**config.mk**
```make
export PLATFORM = sky130hd
export DESIGN_NAME = positional_insert_queue
export DESIGN_NICKNAME = d
export VERILOG_FILES = /design/src/design/piq_pkg.sv /design/src/design/piq_cell.sv /design/src/design/positional_insert_queue.sv
export SDC_FILE = /design/constraint.sdc
export NUM_CORES = 1
export LEC_CHECK = 0
export BUFFER_PORTS_ARGS = -buffer_cell sky130_fd_sc_hd__buf_2
export CORE_UTILIZATION = 45
export CTS_CLUSTER_DIAMETER = 100
export DETAILED_ROUTE_END_ITERATION = 10
export GPL_TIMING_DRIVEN = 0
export PLACE_DENSITY_LB_ADDON = 0.05
export SLEW_MARGIN = 20
export SYNTH_ARGS = -nofsm -noshare
export SYNTH_HDL_FRONTEND = slang
export SYNTH_HIERARCHICAL = 1
export SYNTH_SLANG_ARGS = --single-unit
```
**constraint.sdc**
```tcl
create_clock -name clk -period 8.9 [get_ports clk]
set_clock_uncertainty 0.1 [all_clocks]
set_input_delay 0.89 -clock clk [delete_from_list [all_inputs] [get_ports clk]]
set_output_delay 0.89 -clock clk [all_outputs]
set_load 0.01 [all_outputs]
```
**src/design/piq_pkg.sv**
```systemverilog
`timescale 1ns / 1ps
// Shared types and codes for the positional insert queue.
// No dependencies; used by piq_cell and positional_insert_queue.
package piq_pkg;

  localparam int CAPACITY_DEF = 16;
  localparam int ID_WIDTH_DEF = 16;

  typedef enum logic [1:0] {
    REQ_FRONT = 2'd0,
    REQ_BACK  = 2'd1,
    REQ_POS   = 2'd2,
    REQ_POP   = 2'd3
  } req_t;

  typedef enum logic [1:0] {
    ST_OK    = 2'd0,
    ST_EMPTY = 2'd1,
    ST_FULL  = 2'd2
  } status_t;

  // Broadcast to every cell of the chain for one beat.
  typedef struct packed {
    logic ins;   // open a slot at the insert index
    logic pop;   // move every entry one place to the front
  } shift_ctl_t;

endpackage

```
**src/design/piq_cell.sv**
```systemverilog
`timescale 1ns / 1ps
// One slot of the queue chain: holds one identifier and trades it with its neighbors.
// Depends on piq_pkg for the shift control struct.
module piq_cell #(
  parameter int IDX      = 0,
  parameter int CNT_W    = 5,
  parameter int ID_WIDTH = piq_pkg::ID_WIDTH_DEF
) (
  input  logic                clk,
  input  piq_pkg::shift_ctl_t ctl,
  input  logic [CNT_W-1:0]    at,
  input  logic [ID_WIDTH-1:0] new_id,
  input  logic [ID_WIDTH-1:0] left,
  input  logic [ID_WIDTH-1:0] right,
  output logic [ID_WIDTH-1:0] data
);

  localparam logic [CNT_W-1:0] MY_IDX = CNT_W'(IDX);

  always_ff @(posedge clk) begin
    if (ctl.pop) begin
      data <= right;
    end else if (ctl.ins) begin
      // cells past the insert index take their front neighbor
      if (MY_IDX > at) begin
        data <= left;
      end else if (MY_IDX == at) begin
        data <= new_id;
      end
    end
  end

endmodule

```
**src/design/positional_insert_queue.sv**
```systemverilog
`timescale 1ns / 1ps
// Top level of the positional insert queue: request decode, count and result register.
// Depends on piq_pkg and piq_cell.
//
//  channel | handshake           | payload
//  --------+---------------------+----------------------------------
//  in      | in_valid / in_stall | req_type, item_id, position
//  out     | out_valid/out_stall | status, popped_id, occupancy
//
// For every request, all cells of the chain shift or load in the same edge from a
// broadcast insert index, so one beat is accepted per cycle while in_stall is low.
// The result is registered and shows the cycle after the request beat.
// in_stall is high only while a result waits under out_stall.
// Reset (rst, synchronous) clears the count and the result valid; cell
// contents are left as they are and are only read below the count.
module positional_insert_queue #(
  parameter int CAPACITY = piq_pkg::CAPACITY_DEF,
  parameter int ID_WIDTH = piq_pkg::ID_WIDTH_DEF,
  parameter int CNT_W    = $clog2(CAPACITY + 1)
) (
  input  logic                clk,
  input  logic                rst,
  input  logic                in_valid,
  output logic                in_stall,
  input  logic [1:0]          req_type,
  input  logic [ID_WIDTH-1:0] item_id,
  input  logic [7:0]          position,
  output logic                out_valid,
  input  logic                out_stall,
  output logic [1:0]          status,
  output logic [ID_WIDTH-1:0] popped_id,
  output logic [CNT_W-1:0]    occupancy
);

  localparam int PW = ((CNT_W > 8) ? CNT_W : 8) + 1;
  localparam logic [CNT_W-1:0] CAP = CNT_W'(CAPACITY);

  logic [CNT_W-1:0]    count;
  logic [CNT_W-1:0]    count_next;
  logic [CNT_W-1:0]    at;
  logic [PW-1:0]       pos_m1;
  logic                accept;
  logic                full;
  logic                empty;
  logic                ins_ok;
  logic                pop_ok;
  piq_pkg::req_t       req;
  piq_pkg::status_t    st_next;
  piq_pkg::shift_ctl_t ctl;
  logic [ID_WIDTH-1:0] data [CAPACITY];

  assign in_stall = out_valid & out_stall;
  assign accept   = in_valid & ~in_stall;
  assign req      = piq_pkg::req_t'(req_type);
  assign full     = (count == CAP);
  assign empty    = (count == '0);
  assign ins_ok   = accept & (req != piq_pkg::REQ_POP) & ~full;
  assign pop_ok   = accept & (req == piq_pkg::REQ_POP) & ~empty;
  assign pos_m1   = PW'(position) - PW'(1);

  always_comb begin
    unique case (req)
      piq_pkg::REQ_FRONT: at = '0;
      piq_pkg::REQ_BACK:  at = count;
      piq_pkg::REQ_POS: begin
        // clamp: front for position one or less, append past the end
        if (position <= 8'd1) begin
          at = '0;
        end else if (pos_m1 > PW'(count)) begin
          at = count;
        end else begin
          at = pos_m1[CNT_W-1:0];
        end
      end
      piq_pkg::REQ_POP:   at = '0;
      default:            at = '0;
    endcase
  end

  always_comb begin
    count_next = count;
    st_next    = piq_pkg::ST_OK;
    if (req == piq_pkg::REQ_POP) begin
      if (empty) begin
        st_next = piq_pkg::ST_EMPTY;
      end else begin
        count_next = count - CNT_W'(1);
      end
    end else if (full) begin
      st_next = piq_pkg::ST_FULL;
    end else begin
      count_next = count + CNT_W'(1);
    end
  end

  assign ctl = '{ins: ins_ok, pop: pop_ok};

  for (genvar k = 0; k < CAPACITY; k++) begin : g_cell
    logic [ID_WIDTH-1:0] left;
    logic [ID_WIDTH-1:0] right;
    if (k == 0) begin : g_first
      assign left = item_id;
    end else begin : g_mid_l
      assign left = data[k-1];
    end
    if (k == CAPACITY - 1) begin : g_last
      assign right = '0;
    end else begin : g_mid_r
      assign right = data[k+1];
    end
    piq_cell #(
      .IDX      (k),
      .CNT_W    (CNT_W),
      .ID_WIDTH (ID_WIDTH)
    ) u_cell (
      .clk    (clk),
      .ctl    (ctl),
      .at     (at),
      .new_id (item_id),
      .left   (left),
      .right  (right),
      .data   (data[k])
    );
  end

  always_ff @(posedge clk) begin
    if (rst) begin
      count     <= '0;
      out_valid <= 1'b0;
    end else begin
      if (accept) begin
        count     <= count_next;
        out_valid <= 1'b1;
      end else if (!out_stall) begin
        out_valid <= 1'b0;
      end
    end
  end

  always_ff @(posedge clk) begin
    if (accept) begin
      status    <= st_next;
      popped_id <= pop_ok ? data[0] : '0;
      occupancy <= count_next;
    end
  end

  a_count_bound: assert property (@(posedge clk) disable iff (rst)
    count <= CAP)
    else $error("count above capacity");

  a_result_follows: assert property (@(posedge clk) disable iff (rst)
    accept |=> out_valid && (occupancy == count))
    else $error("result missing or occupancy differs from count");

  a_empty_result: assert property (@(posedge clk) disable iff (rst)
    out_valid && (status == piq_pkg::ST_EMPTY) |-> (occupancy == '0) && (popped_id == '0))
    else $error("empty status with nonzero fields");

  a_full_result: assert property (@(posedge clk) disable iff (rst)
    out_valid && (status == piq_pkg::ST_FULL) |-> (occupancy == CAP))
    else $error("full status below capacity");

  a_insert_grows: assert property (@(posedge clk) disable iff (rst)
    ins_ok |=> count == $past(count) + CNT_W'(1))
    else $error("insert did not grow count");

endmodule
```
==> results of run 1 <==
-- through the flow --
stage	setup WS [ns]	instance area, um2
3_3_place_gp	-0.887	17400
3_5_place_dp	3.07	17900
2_1_floorplan	1.67	16500
5_1_grt	3.23	18900
4_1_cts	3.63	18900
6_report	3.59	18900
-- cell type report --
| type | instances | area, um2 |
|---|---|---|
| well taps | 461 | 577 |
| flip-flops and latches | 285 | 8500 |
| repair buffers | 72 | 708 |
| plain buffers | 109 | 747 |
| clock inverters | 12 | 60.1 |
| inverters | 38 | 143 |
| multi-input cells | 1089 | 7210 |
| clock buffers | 46 | 960 |
| fillers | 3196 | 16900 |
-- path summary, 6_finish.rpt --
kind	cells after the start	from	to	slack, ns
max	16	position[0]	g_cell[1].u_cell/data[15]	3.59
min	2	g_cell[15].u_cell/data[7]	g_cell[14].u_cell/data[7]	0.45
max reg2reg	14	count[1]	g_cell[1].u_cell/data[15]	3.92
min reg2reg	2	g_cell[15].u_cell/data[7]	g_cell[14].u_cell/data[7]	0.45
-- layer usage --
layer / track usage (%) / part of all wire (%) / vias to the layer above
li1: - / - / 6003
met2: 44.1 / 48 / 447
met3: 4.13 / 6.0 / 106
met5: 0 / 0 / -
met1: 36.1 / 43 / 6537
met4: 8.50 / 2.7 / 0
-- cells in the mapped netlist (4+ instances only) --
library cell  instances  share of area, %
a211oi_1              5              0.23
a21o_1                8              0.36
a21oi_1             182               5.5
a21oi_2              35               1.9
a221o_1              16              0.97
a22oi_1               5              0.23
a31o_1                5              0.27
a31o_2                9              0.48
a31oi_1              84               3.2
a32oi_1              15              0.80
and2_1                9              0.34
and2_2                7              0.32
and3_1               18              0.68
buf_2                26              0.79
buf_4                 8              0.36
buf_6                26               1.8
clkbuf_1             38              0.87
clkbuf_2              4              0.12
dfxtp_1               6              0.73
edfxtp_1            279                51
ha_1                  9              0.68
inv_1                35              0.80
mux2_2                8              0.55
mux2_4                9              0.82
mux2i_1              38               2.3
nand2_1             146               3.3
nand2b_1             17              0.65
nor2_1               17              0.39
nor2b_1             146               5.5
nor3_1                9              0.27
nor4b_1              17              0.90
o21ai_0              33               1.0
o21ai_1              85               2.6
o21ai_2              15              0.80
o311ai_0             15              0.80
o31a_1               33               1.8
or4b_1               17               1.0
-- cell families (layout without fill, tap and decap cells) --
kind of cell	count (synthesis)	in the layout	synth area share (%)
mux	55	55	3.68
other cells	1	16	0.0228
flops	285	285	51.6
fa+ha+maj	9	9	0.684
simple gates	425	425	14.7
buf+inv	147	277	5.39
xor+xnor	5	5	0.266
compound gates	579	579	23.6
-- registers in the layout, summed over array words and instances (netlist names) --
| register | cells |
|---|---|
| g_cell.u_cell/data | 256 |
| popped_id | 16 |
| count | 5 |
| occupancy | 5 |
| status | 2 |
| out_valid | 1 |
-- where the power goes --
| group | total, W | internal, W | switching [W] |
|---|---|---|---|
| Sequential | 0.00180 | 0.00169 | 0.000105 |
| Combinational | 0.000589 | 0.000242 | 0.000347 |
| Clock | 0.00132 | 0.000755 | 0.000566 |
| Total | 0.00371 | 0.00269 | 0.00102 |
-- worst max-delay path, cell delays in order --
cell and delay (ns):
buf_2 0.15, inv_1 0.07, ha_1 0.23, xor2_1 0.20, ha_1 0.29, a21o_1 0.17, a211oi_1 0.23, a21oi_1 0.14
a2111oi_4 0.93, mux2i_4 0.20, buf_8 0.23, buf_16 0.18, buf_16 0.17, nor4_4 0.35, buf_2 0.30, a21o_1 0.64
-- cells in the final DEF, fill, tap and decap left out, drive strengths merged, types with 18 or more instances in the layout --
master	n
a21oi	220
a31oi	84
and3	18
buf	137
clkbuf	90
edfxtp	279
inv	40
mux2i	38
nand2	146
nor2	19
nor2b	146
o21ai	134
o31a	33
==> impl_results.md, run 1 <==
* CTS Buf Count at 36
* Gpl congestion at 0.815
* TritonCTS clock tree: built
* # setup viols final at 0
* DRT Pass-1 Iters at 7
* Pwr Density at 196 nW/um2
* Antenna viol nets, final at 0
* Initial detailed-routing violation count at 942
* Fin crit share at 59.7%
* Largest net degree at the start of global routing at 33
* Yosys warnings at 6
* Total number of vias at 13.1k
* Antenna diodes at 0
* CTS H-tree depth at 2
* I/O Pins at 55
* Fmax at 188 MHz
* Syn Inst Count at 1506
* Hpwl dp at 35500 um
* DRC at 0
* Port bufs at 54
* Grt ovf at 0
* Critical path arrival at 5.36 ns
* CP endpoint kind: flop
* Hold Crit Class: reg -> reg
* Avg Synthesized Cell Area at 10.9 um2
* Post-CTS Setup Repair Bufs at 0
* Max-cap viol count at 0
* WL/cell at 23.7 um
* Hold Buf Count CTS at 0
* Sequential area share after synthesis at 51.6%
* Final cell count without fillers at 2112
* Die area at 37400 um2
* Worst-path clk slew at 0.05 ns
* Starting density of the core at 46.0%
* Leak at 6.59 nW
* Crit path time final at 5.31 ns
* Status: finished, final reports clean
* Final WL at 50000 um
* Slew Viols, Final at 0
* Synthesized cell area at 16500 um2
* Relative slew slack at 32.3%
* Maximum vdd drop at 0.160 mV
* Fraction of registers with async set/reset at 0%
* Data required, critical path at 8.95 ns
* Worst hold margin at 0.453 ns
* Die Height at 193 um
* Clk root buf: clkbuf_16
* Initial antenna violation count at 0
* # resized after CTS at 0
* Critical path type: in -> reg
* CTS Sinks at 285
* Primary FF master, synth: edfxtp_1
* Core area at 35800 um2
* Setup TNS at 0 ns
* Critical Path Fanout Max at 18
* Tot Pwr at 0.00371 W
* Vias in the first global route at 13.3k
* RSZ-0062 raised after global routing: false
* Vias per cell at 6.20
* First-pass GRT wire length at 77500 um
* Share of layout cells above drive strength 1 at 18.8%
* Layout area overhead at 14.8%
* Post-synth EDFFs at 279
* Total GRT Usage at 26.7%
* Hold Vio Cnt, Final at 0
* Worst-Margin Slew at 1.02 ns
* Maximum clock path buffer count at 3
* Post-layout nets at 1670
* Yosys reg bits at 285
* DP Cell Count at 2054
* Startpoint Class: input port
* # rows at 69
* Chip width at 193 um
* Yosys cell types at 84
* Final core occ at 52.8%
* Clock latency on the worst-skew pair at 0.53 ns
(Power assumes the default switching activity.)
==> run 2: changes to the inputs <==
Clock period 8.9 ns to 4.7 ns, I/O delays scaled along.
==> impl_results.md, run 2 (synthesized netlist as in run 1, its figures left out) <==
* Maximum vdd drop at 0.285 mV
* Register area at 8500 um2
* Hold Vio Cnt, Final at 0
* Commonest non-fill, non-tap cells in the layout: edfxtp_1, a21oi_1, nand2_1, nor2b_1, o21ai_1
* Final WL at 49800 um
* Reg with most FFs: g_cell.u_cell/data
* CP endpoint kind: flop
* Biggest regs: g_cell.u_cell/data (256), popped_id (16)
* Vias in the first global route at 13.2k
* Layout area overhead at 16.0%
* Fin crit share at 89.4%
* CP top delay family: buffers and inverters
* Critical Path Fanout Max at 19
* Core area at 35800 um2
* Initial antenna violation count at 0
* Final cell count without fillers at 2117
* Grt ovf at 0
* Data required, critical path at 4.87 ns
* Fillers at 3189
* Register-to-register setup slack at 0.55 ns
* Die area at 37400 um2
* Final core occ at 53.3%
* Worst hold margin at 0.0568 ns
* DRT Pass-1 Iters at 7
* I/O Pins at 55
* Max-cap viol count at 0
* Largest net degree at the start of global routing at 33
* GR Util met1 at 34.8%
* Chip width at 193 um
* Total GRT Usage at 26.7%
* Antenna diodes at 0
* Crit path time final at 4.20 ns
* Maximum clock path buffer count at 3
* Port bufs at 54
* Max reg flops at 256
* # rows at 69
* Hold_sp: in_valid
* Starting density of the core at 46.0%
* Antenna viol nets, final at 0
* Hpwl dp at 35200 um
* Critical path arrival at 4.37 ns
* Pwr Density at 381 nW/um2
* Hold Crit Class: in -> reg
* Clock latency on the worst-skew pair at 0.54 ns
* WL/cell at 23.5 um
* CTS H-tree depth at 2
* RSZ-0062 raised after global routing: false
* Busiest grt layer: met2
* Crit-path slowest cell: mux2i_4
* R2r startpoint: count[1]
* Hold Buf Count CTS at 0
* CTS Sinks at 285
* Worst-Margin Slew at 0.830 ns
* Leak at 6.67 nW
* M3 GR Usage at 6.50%
* Vias per cell at 6.08
* Relative slew slack at 44.5%
* Critical Path, Cell by Cell: buf_2 -> inv_12 -> ha_4 -> inv_1 -> nor3_1 -> xor2_1 -> ha_1 -> inv_1 -> a21oi_1 -> o211ai_2 -> a2111oi_4 -> buf_4 -> mux2i_4 -> buf_16 -> buf_8 -> clkbuf_1 -> buf_4 -> nor2_1 -> a31o_4
* CTS Buf Count at 35
* Total number of vias at 12.9k
* # setup viols final at 0
* Startpoint Class: input port
* Share of layout cells above drive strength 1 at 19.6%
* First-pass GRT wire length at 76900 um
* GR met2 Demand/Resource at 44.1%
* Status: finished, final reports clean
* Slew Viols, Final at 0
* WP buf/inv at 9
* Area of the multi-input gates at 7270 um2
* Pre-CTS WS at -0.433 ns
* Worst-path clk slew at 0.06 ns
* DRC at 0
* Most common cell after layout, fill and taps aside: edfxtp_1
* Gpl congestion at 0.810
* Setup TNS at 0 ns
* Crit path largest cell delay at 0.56 ns
* TritonCTS clock tree: built
* Initial detailed-routing violation count at 897
* Crit path from: position[1]
* Post-layout nets at 1670
* Fmax at 238 MHz
* Critical path type: in -> reg
* Die Height at 193 um
* Post-route setup slack at 0.499 ns
* Clk root buf: clkbuf_16
* DP Cell Count at 2052
[run 2: cell count changes in the layout (fill, tap and decap cells not counted), sizes merged]
cell	delta
bufinv	+5
clkinv	+1
inv	+1
buf	+1
clkbuf	-3
[run 2: cell type report]
type                            instances  area share [%]
Inverter                               38           0.839
Multi-Input combinational cell       1089            38.1
Tap cell                              461            3.02
Clock buffer                           43            4.74
Clock inverter                         19            1.17
Buffer                                109            3.97
Sequential cell                       285            44.5
Timing Repair Buffer                   73            3.67
[run 2: tightest hold or removal path, delay by kind of cell]
family / cells / cell delay (ns)
buffers and inverters: 1 / 0.08
AND/OR/NAND/NOR: 2 / 0.11
[run 2: power breakdown]
group	switching (W)	total (W)	internal [W]	leakage, nW
Clock	0.00110	0.00274	0.00165	0.552
Sequential	0.000196	0.00340	0.00321	2.72
Combinational	0.000660	0.00113	0.000466	3.39
[run 2: through the flow]
| step | instance area [um2] | total power (W) |
|---|---|---|
| after floorplan | 16700 | 0.00411 |
| after global placement | 17500 | 0.00452 |
| after detailed placement | 17900 | 0.00457 |
| after CTS | 19100 | 0.00733 |
| after global routing | 19100 | 0.00754 |
| final | 19100 | 0.00727 |
[run 2: final timing paths]
path | end | cells after the start
worst max-delay path | g_cell[4].u_cell/data[0] | 19
worst min-delay path | out_valid | 3
worst max register to register | g_cell[4].u_cell/data[0] | 15
worst min register to register | g_cell[14].u_cell/data[2] | 2
[run 2: repair_timing]
item                       in CTS  in global routing
setup endpoints to repair       0                111
resized for setup               0                  0
setup buffers                   0                  3
[run 2: per-layer routing]
metal,vias to the layer above,part of all wire (%)
li1,6022,-
met2,403,48
met4,0,2.2
met5,-,0
met3,79,6.6
met1,6364,43
==> run 3: changes to the inputs <==
Settings changed: ABC_AREA set to 1, REMOVE_ABC_BUFFERS set to 1.
==> impl_results.md, run 3 <==
* Largest family of logic cells by synthesized area: simple AND/OR/NAND/NOR gates
* Post-layout nets at 2484
* Largest net degree at the start of global routing at 127
* Fmax at 231 MHz
* Starting density of the core at 46.0%
* Avg Synthesized Cell Area at 7.55 um2
* Die area at 41700 um2
* Commonest non-fill, non-tap cells in the layout: nand2_1, inv_1, nand3_1
* Biggest regs: g_cell.u_cell/data (256), popped_id (16)
* Pre-CTS WS at -0.164 ns
* Vias in the first global route at 15.0k
* XOR/XNOR share of the synthesized area at 0.374%
* Fraction of registers with async set/reset at 0%
* Yosys cell types at 42
* Yosys warnings at 6
* Flop pwr share at 44.6%
* Hpwl dp at 34200 um
* Compound-cell area share of the yosys netlist at 1.02%
* Gpl congestion at 0.811
* Synth area leaders: edfxtp_1, nand2_1, nand3_1
* Sequential area share after synthesis at 46.2%
* Max reg flops at 256
* Layout area overhead at 8.51%
* Pwr Density at 393 nW/um2
* Port bufs at 54
* Hold Crit Class: in -> reg
* Share of layout cells above drive strength 1 at 9.76%
* Clock latency on the worst-skew pair at 0.55 ns
* DRT Pass-1 Iters at 5
* Switching pwr at 0.00237 W
* GR met2 Demand/Resource at 41.3%
* Hold Buf Count CTS at 0
* Clk root buf: clkbuf_16
* First-pass GRT wire length at 80500 um
* Grt ovf at 0
* Primary FF master, synth: edfxtp_1
* Max-cap viol count at 0
* Post-synthesis mux area share at 0%
* Most numerous cell in the Yosys netlist: nand2_1
* Syn Inst Count at 2434
* Synthesized cell area at 18400 um2
* M3 GR Usage at 3.43%
* Comb pwr share at 20.1%
* Total GRT Usage at 24.8%
* Most common cell after layout, fill and taps aside: nand2_1
* Slew Viols, Final at 0
* Critical path type: in -> reg
* Clock power frac at 35.3%
* DRC at 0
* Hold Vio Cnt, Final at 0
* Post-Synth Adder-Cell Area at 0.613%
* Post-synth EDFFs at 279
* Total number of vias at 15.3k
* Synth top cells by count: nand2_1, inv_1, nand3_1
* Busiest grt layer: met2
* Leak at 10.3 nW
* TritonCTS clock tree: built
* Post-route setup slack at 0.375 ns
* Die Height at 204 um
* Reg with most FFs: g_cell.u_cell/data
* Maximum clock path buffer count at 3
* Synth Area in Simple Gates at 36.3%
* CP endpoint kind: flop
* Cell taking the most area after synthesis: edfxtp_1
* Vias per cell at 5.12
* Yosys reg bits at 285
* Initial detailed-routing violation count at 1202
* Tot Pwr at 0.00784 W
* CTS Sinks at 285
* # setup viols final at 0
* Critical Path Fanout Max at 24
* GR Util met1 at 33.2%
* Relative slew slack at 33.8%
* Critical path arrival at 4.35 ns
* Sw Share at 30.3%
* WL/cell at 17.0 um
* Worst-Margin Slew at 0.991 ns
* Startpoint Class: input port
* Pint at 0.00546 W
* Antenna diodes at 0
* Antenna viol nets, final at 0
* Fin crit share at 92.0%
* I/O Pins at 55
* Crit path time final at 4.32 ns
* Core area at 40000 um2
* RSZ-0062 raised after global routing: false
* Area post-placement at 18800 um2
* Data required, critical path at 4.72 ns
* Worst-path clk slew at 0.06 ns
* # rows at 73
* Initial antenna violation count at 0
* Yosys top cell area share at 45.6%
* CTS Buf Count at 36
* CTS H-tree depth at 2
* Status: finished, final reports clean
* Maximum vdd drop at 0.253 mV
* Final WL at 50800 um
* Setup TNS at 0 ns
* Design Area, Final at 19900 um2
* Chip width at 204 um
## run 3: cell count changes in the layout (fill, tap and decap cells not counted), sizes merged, moves of 18 or more
cell    delta
a21oi    -211
o31a      -33
nand3    +420
nor2      +37
nand2    +727
clkbuf    -38
nand4     +83
o21ai    -121
nor2b    -146
buf       -80
a31oi     -84
and3      -18
inv      +514
mux2i     -38
## run 3: cell type report
class                           count  area, um2
Timing Repair Buffer               58        365
Inverter                          565       2140
Clock buffer                       49       1010
Clock inverter                     12        136
Multi-Input combinational cell   1499       7140
Fill cell                        4043      20100
Sequential cell                   285       8500
Tap cell                          525        657
## run 3: critical path: stages
cell and delay, ns:
buf_2 0.12, inv_1 0.11, ha_1 0.27, xnor2_1 0.25, inv_1 0.07, ha_1 0.31, nand2_1 0.07, nand2_1 0.04
nand2_1 0.05, nand3_1 0.08, nand2_1 0.06, nand2_1 0.08, nand2_4 0.10, nand3_2 0.12, nand2_1 0.08, nand3_1 0.12
nand2_4 0.56, nand2_2 0.40, nand3_4 0.31, o21ai_0 0.12, nand2_1 0.07, nand2_1 0.43
## run 3: metal layers
metal,part of all wire (%),vias to the layer above
met5,0,-
met4,2.6,0
met3,4.2,81
met2,48,317
met1,45,7292
li1,-,7634
## run 3: power groups by stage
stage                     clock network (W)  registers [W]  logic (W)
final                               0.00277        0.00349    0.00158
after global routing                0.00292        0.00353    0.00181
after CTS                           0.00284        0.00350    0.00158
after detailed placement                  0        0.00355    0.00157
after global placement                    0        0.00355    0.00154
after floorplan                           0        0.00346    0.00114
## run 3: worst paths after layout
path,from,end,slack (ns),cells past startpoint
worst min-delay path,rst,out_valid,0.12,2
worst max-delay path,position[0],g_cell[10].u_cell/data[13],0.38,22
worst max register to register,count[2],g_cell[10].u_cell/data[13],0.45,18
worst min register to register,out_valid,out_valid,0.42,2
## run 3: timing repair
action	CTS	global route
resized for setup	0	3
setup buffers	0	0
endpoints found under the setup margin	0	33
## run 3: stage by stage
| stage | instances | hold WS, ns | util [%] |
|---|---|---|---|
| after global routing | 2993 | 0.120 | 49.9 |
| after global placement | 2928 | 0.378 | 46.7 |
| after CTS | 2993 | 0.0845 | 49.8 |
| final | 2993 | 0.119 | 49.9 |
| after floorplan | 2349 | 0.391 | - |
| after detailed placement | 2932 | 0.410 | 47.0 |
## run 3: cells by family (layout without fill, tap and decap cells)
| family | after synthesis | in the layout |
|---|---|---|
| AOI/OAI and AO/OA | 26 | 26 |
| xor gates and xnor gates | 7 | 7 |
| adders and majority gates | 9 | 9 |
| buffers and inverters | 665 | 684 |
| DFF | 285 | 285 |
| other | 1 | 16 |
| and+or+nand+nor | 1441 | 1441 |
